==> src/rtl/salru_pkg.sv <==
// Shared constants and types of the set-associative LRU tag store.
package salru_pkg;

    localparam int ADDR_W    = 32;
    localparam int TAG_W     = 32;
    localparam int CNT_W     = 32;
    localparam int CFG_W     = 4;
    localparam int CFG_IDX_W = 2;

    // Configuration register indexes.
    localparam logic [CFG_IDX_W-1:0] CFG_INDEX_WIDTH  = 2'd0;
    localparam logic [CFG_IDX_W-1:0] CFG_WAYS_IN_USE  = 2'd1;
    localparam logic [CFG_IDX_W-1:0] CFG_OFFSET_WIDTH = 2'd2;

    // Outcome of one lookup.
    typedef struct packed {
        logic hit;
        logic evicted;
    } t_outcome;

endpackage

==> src/rtl/salru_update.sv <==
// Compare, victim choice and recency update for one set read from the tag store.
module salru_update #(
    parameter int NUM_WAYS = 8
) (
    input  logic [salru_pkg::TAG_W-1:0]                    i_tag,
    input  logic [$clog2(NUM_WAYS+1)-1:0]                  i_ways,
    input  logic [NUM_WAYS-1:0][salru_pkg::TAG_W-1:0]      i_line_tag,
    input  logic [NUM_WAYS-1:0]                            i_line_valid,
    input  logic [NUM_WAYS-1:0][((NUM_WAYS > 1) ? $clog2(NUM_WAYS) : 1)-1:0] i_rank,
    output logic [NUM_WAYS-1:0][salru_pkg::TAG_W-1:0]      o_line_tag,
    output logic [NUM_WAYS-1:0]                            o_line_valid,
    output logic [NUM_WAYS-1:0][((NUM_WAYS > 1) ? $clog2(NUM_WAYS) : 1)-1:0] o_rank,
    output salru_pkg::t_outcome                            o_outcome,
    output logic [salru_pkg::TAG_W-1:0]                    o_victim_tag
);

    localparam int WW  = (NUM_WAYS > 1) ? $clog2(NUM_WAYS) : 1;
    localparam int RW  = WW;
    localparam int WCW = $clog2(NUM_WAYS + 1);
    localparam logic [RW-1:0] RANK_MAX = RW'(NUM_WAYS - 1);

    logic [NUM_WAYS-1:0] in_use;
    logic                hit_found;
    logic [WW-1:0]       hit_way;
    logic                free_found;
    logic [WW-1:0]       free_way;
    logic [WW-1:0]       vic_way;
    logic [RW-1:0]       vic_rank;
    logic [WW-1:0]       tgt_way;
    logic [RW-1:0]       old_rank;
    logic                age_all;

    always_comb begin
        for (int j = 0; j < NUM_WAYS; j++) begin
            in_use[j] = (WCW'(j) < i_ways);
        end
    end

    // Lowest matching way, lowest free way and oldest way of the set.
    always_comb begin
        hit_found  = 1'b0;
        hit_way    = '0;
        free_found = 1'b0;
        free_way   = '0;
        vic_way    = '0;
        vic_rank   = i_rank[0];
        for (int j = 0; j < NUM_WAYS; j++) begin
            if (!hit_found && in_use[j] && i_line_valid[j] && (i_line_tag[j] == i_tag)) begin
                hit_found = 1'b1;
                hit_way   = WW'(j);
            end
            if (!free_found && in_use[j] && !i_line_valid[j]) begin
                free_found = 1'b1;
                free_way   = WW'(j);
            end
            if ((j > 0) && in_use[j] && (i_rank[j] > vic_rank)) begin
                vic_rank = i_rank[j];
                vic_way  = WW'(j);
            end
        end
    end

    always_comb begin
        o_outcome.hit     = hit_found;
        o_outcome.evicted = !hit_found && !free_found;
        if (hit_found) begin
            tgt_way  = hit_way;
            old_rank = i_rank[hit_way];
            age_all  = 1'b0;
        end else if (free_found) begin
            tgt_way  = free_way;
            old_rank = '0;
            age_all  = 1'b1;
        end else begin
            tgt_way  = vic_way;
            old_rank = vic_rank;
            age_all  = 1'b0;
        end
        o_victim_tag = o_outcome.evicted ? i_line_tag[vic_way] : '0;
    end

    // The touched way becomes most recent; younger valid ways age by one.
    always_comb begin
        for (int j = 0; j < NUM_WAYS; j++) begin
            o_line_tag[j]   = i_line_tag[j];
            o_line_valid[j] = i_line_valid[j];
            o_rank[j]       = i_rank[j];
            if (in_use[j]) begin
                if (WW'(j) == tgt_way) begin
                    o_rank[j] = '0;
                    if (!hit_found) begin
                        o_line_tag[j]   = i_tag;
                        o_line_valid[j] = 1'b1;
                    end
                end else if (i_line_valid[j] && (age_all || (i_rank[j] < old_rank))
                             && (i_rank[j] != RANK_MAX)) begin
                    o_rank[j] = i_rank[j] + 1'b1;
                end
            end
        end
    end

endmodule

==> config.mk <==
export PLATFORM = sky130hd
export DESIGN_NAME = salru_update
export DESIGN_NICKNAME = d
export VERILOG_FILES = /design/src/rtl/salru_pkg.sv /design/src/rtl/salru_update.sv
export SDC_FILE = /design/constraint.sdc
export NUM_CORES = 1
export LEC_CHECK = 0
export ABC_AREA = 1
export BUFFER_PORTS_ARGS = -buffer_cell sky130_fd_sc_hd__buf_2
export CORE_AREA = 2 2 250 252
export DETAILED_ROUTE_END_ITERATION = 8
export DIE_AREA = 0 0 252 254
export GPL_ROUTABILITY_DRIVEN = 0
export PLACE_DENSITY_LB_ADDON = 0.15
export SLEW_MARGIN = 20
export SYNTH_ARGS = -nofsm -noshare
export SYNTH_HDL_FRONTEND = slang
export SYNTH_SLANG_ARGS = --single-unit
export TNS_END_PERCENT = 10
==> constraint.sdc <==
create_clock -name vclk -period 9.85
set_input_delay 0.4925 -clock vclk [all_inputs]
set_output_delay 0.4925 -clock vclk [all_outputs]
set_load 0.01 [all_outputs]
After elaboration in Yosys (flattened, before gate mapping)
Index checks and enable logic that the tools add are counted.

operators by class
  reduce and logical (&&, ||, !) cells = 95
  add/sub/neg operators = 8
  magnitude comparators = 25
  equal/unequal tests = 23
  muxes and demuxes = 127

operators by type and width
  operator               number
  $mux W32               26
  $eq A32 B32 Y1         8
  $mux W3                54
  $bmux W32 S3           1
  $logic_and A1 B1 Y1    62
  $mux W1                45
  $add A3 B1 Y3 const B  8
  $logic_not A1 Y1       24
  $lt A3 B3 Y1           8
  $ne A3 B3 Y1 const B   8
  $gt A3 B3 Y1           7
  $lt A3 B4 Y1 const A   4
  $eq A3 B3 Y1 const A   4
  $bmux W3 S3            1
  $logic_or A1 B1 Y1     8
  $lt A1 B4 Y1 const A   2
  $lt A2 B4 Y1 const A   2
  $lt A3 B4 Y1 const B   2
  $eq A2 B3 Y1 const A   2
  $eq A1 B3 Y1 const A   1
  $logic_not A3 Y1       1

storage, ports and cells
  bits in registers = 0
  output and inout bits = 322
  logic and storage cells = 278
  bits of input ports = 324

Depth between registers and ports, before layout
  word-level depth = 49
  gate-level depth with buffers = 66
  gate-level depth less buffers = 65

Worst setup path after synthesis
Ideal clock, no wire load.

  path kind = in2out
  start point = in i_rank[2] (netlist bit)
  end point = out o_line_tag[101] (netlist bit)
  required time = 9.358 ns
  buffers on the path = 2
  stages on the path = 61
  data arrival time = 8.400 ns
  path slack = 0.957 ns
  cell sequence = inv_1 -> ha_1 -> a21oi_1 -> nand2_1 -> nand2_4 -> nand2_1 -> o21ai_0 -> ha_1 -> o21ai_0 -> nand3_1 -> nand3_2 -> nand2_4 -> o21ai_0 -> ha_1 -> or2_2 -> o22ai_1 -> inv_1 -> nand2_2 -> [25 not listed] -> ha_1 -> nand2_1 -> nor2_1 -> a211oi_1 -> nor2_1 -> inv_1 -> nand2_1 -> nor2_1 -> inv_2 -> nor2_4 -> inv_2 -> nand2_8 -> nand2_4 -> nor2_8 -> inv_2 -> buf_6 -> buf_6 -> o21ai_1

RTL lines
  element             line                source
  start: declaration  salru_update.sv:9   input logic [NUM_WAYS-1:0][((NUM_WAYS > 1) ? $clog2(NUM_WAYS) : 1)-1:0] i_rank,
  end: declaration    salru_update.sv:10  output logic [NUM_WAYS-1:0][salru_pkg::TAG_W-1:0] o_line_tag,

Final worst setup path
  start point = in i_rank[1] (netlist bit)
  end point = out o_victim_tag[22] (netlist bit)

between the ends
  word-level cells in the longest chain between the ends = 24
  elaborated cells on any way between the ends = 30
  classes of those cells = 7 x order compare; 16 x mux; 7 x reduce/logical

ends and longest elaborated chain
  element                             line                source
  $gt A3 B3 Y1                        salru_update.sv:56  if ((j > 0) && in_use[j] && (i_rank[j] > vic_rank)) begin
  $logic_and A1 B1 Y1                 salru_update.sv:56
  $mux W3                             salru_update.sv:56
  $gt A3 B3 Y1                        salru_update.sv:56
  $logic_and A1 B1 Y1                 salru_update.sv:56
  $mux W3                             salru_update.sv:56
  $gt A3 B3 Y1                        salru_update.sv:56
  $logic_and A1 B1 Y1                 salru_update.sv:56
  [8 not listed]                      n/a
  $logic_and A1 B1 Y1                 salru_update.sv:56
  $mux W3                             salru_update.sv:56
  $gt A3 B3 Y1                        salru_update.sv:56
  $logic_and A1 B1 Y1                 salru_update.sv:56
  $mux W3 (*)                         salru_update.sv:56
  $bmux W32 S3 (*)                    salru_update.sv:79  o_victim_tag = o_outcome.evicted ? i_line_tag[vic_way] : '0;
  $mux W32 (implied by the code) (*)  salru_update.sv:79
  $mux W32 (*)                        salru_update.sv:79
  end: declaration                    salru_update.sv:14  output logic [salru_pkg::TAG_W-1:0] o_victim_tag

Mark *: on every way between the ends. The rest lies on a longest branch, timed or not. The select of a mux whose other input is x is not followed.

==> results.tsv <==
metric	value	unit
status	completed	
flops_and_latches	0	
drtIter0Drc	2922	
dieArea	64000	um2
core	61300	um2
worstMarginPinSlew	1.11	ns
vias	20100	
synth_area	11100	um2
wirelength_met1	41.5	mm
grt_max_degree	69	
gr-total-overflow	0	
antenna_left	0	
wl_met2	53.5	mm
totalWireLength	115	mm
maxCapViolations	0	
drt-pass1-iter-count	8	
drc	0	
utilization	26.6	%
total_power	2320	uW
num_rows	91	
grt_pass1_vias	19200	
floorplan.initialDensity	18.2	%
area_delta_synth_final	46.6	%
max_freq	106	MHz
p_leak	0.00880	uW
antenna_found_initial	16	
min_path_type	input pin to primary output	
synth.largest_area_cell	nand2_1	
crit_path_start_kind	input pin	
slowest_delay	0.60	ns
cp.required	9.36	ns
min_period	9.45	ns
drive_gt1_share	33.1	%
wl_per_cell	31.9	um
synth_top_area_share	18.8	%
synth_area_per_cell	5.17	um2
port_buffers	646	
grt_pass1_wl	151	mm
setup_viol	0	
wl_met3	10.5	mm
hold_violations	0	
boundaryPins	646	
path_max_fanout	13	
hpwl	96.2	mm
cellPowerDensity	142	nW/um2
ys_warn_count	0	
place_area	15800	um2
final_nets	3148	
cp_slowest_cell	o32ai_1	
viasPerCell	5.60	
min_period_over_period	95.9	%
peakVddDrop	0.0766	mV
critPathCaptureType	primary output	
fill_cells	7279	
yosysSeqAreaShare	0	%
seq_area	0	um2
ys_types	57	
slew_headroom	24.2	%
crit_top_cell	nand2_1	
post-route-cell-area	16300	um2
synth_area_leaders	nand2_1 (19%), o22ai_1 (9.2%), inv_1 (8.7%)	
grt.total_usage	33.5	%
arrival	8.96	ns
top_layer	met5	
fp.dieH	254	um
hold_buffers	0	
netlist_instances	2149	
syn-num-nets	2502	
fp.dieW	252	um
clock_buffers	0	
crit_type	input pin to primary output	
final_max_slew_viol_count	0	
-- kinds of logic after synthesis --
kind of cell               share of synthesized area (%)
buffers and inverters                               16.0
AOI/OAI and AO/OA                                   35.7
xor gates and xnor gates                            7.96
and+or+nand+nor                                     37.0
adders and majority gates                           3.26
-- worst max-delay path: cells and delay by family --
| kind | cells | cell delay, ns |
|---|---|---|
| AND/OR/NAND/NOR | 31 | 3.40 |
| buffers and inverters | 10 | 1.20 |
| AO/OA/AOI/OAI | 12 | 1.91 |
| adder cells (fa/ha/maj) | 7 | 1.97 |
-- cell usage after synthesis (13+ instances only) --
library cell,number
nor4_1,31
o21ai_1,119
ha_1,29
o211ai_1,13
buf_2,65
nand4_1,20
xnor2_1,29
o21ai_0,172
clkbuf_1,49
a21oi_1,132
o2111ai_1,26
xor2_1,72
nand2_2,18
inv_2,20
nand3b_1,13
inv_1,258
nor3_1,20
nand2_1,557
nand3_1,125
o22ai_1,164
nor2_1,87
-- metal layers --
| layer | up-vias | global-route usage [%] |
|---|---|---|
| met5 | - | 0 |
| met4 | 22 | 21.3 |
| met3 | 412 | 6.23 |
| met2 | 1547 | 57.3 |
| met1 | 9452 | 38.4 |
| li1 | 8670 | - |
-- layout make-up --
class / instances / area [um2] / share of cell area, %
Antenna cell: 8 / 20.0 / 0.123
Multi-Input combinational cell: 1726 / 9610 / 59.0
Timing Repair Buffer: 782 / 4580 / 28.1
Inverter: 285 / 1090 / 6.72
Tap cell: 790 / 988 / 6.06
-- through the flow --
| stage | setup slack (ns) | TNS (ns) | hold WS (ns) | instances |
|---|---|---|---|---|
| final | 0.402 | 0 | 1.31 | 3591 |
| after global routing | -0.0380 | -0.606 | 1.34 | 3586 |
| after CTS | 0.0110 | 0 | 1.30 | 3574 |
| after detailed placement | -0.229 | -7.42 | 1.30 | 3572 |
| after global placement | -0.142 | -1.13 | 1.31 | 3572 |
| after floorplan | 0.957 | 0 | 1.11 | 2149 |
-- where the power goes --
group | switching [uW] | internal [uW]
Clock | 0 | 0.0000544
Sequential | 0 | 0
Combinational | 1520 | 795
-- cells in the final DEF, fill, tap and decap left out, types with 27 or more instances in the layout --
cell type	synthesis	final
a21oi_1	132	123
o21ai_0	172	155
o22ai_1	164	154
ha_1	29	27
xnor2_1	29	29
inv_1	258	255
buf_4	10	104
nor2_1	87	82
nor4_1	31	31
buf_2	65	646
xor2_1	72	72
o21ai_1	119	130
nand3_1	125	124
nand2_1	557	546
-- what timing repair did --
item,in CTS,in global routing
pin swaps,1,12
setup buffers,1,8
gates resized for setup,9,95
cloned,1,1
endpoints found under the setup margin,206,320
-- final timing paths --
kind | start | to | slack (ns) | cells after the start
setup / recovery | i_rank[1] | o_victim_tag[22] | 0.40 | 60
hold / removal | i_line_tag[173] | o_line_tag[173] | 1.31 | 4
Power figures use the tool's default switching activity.
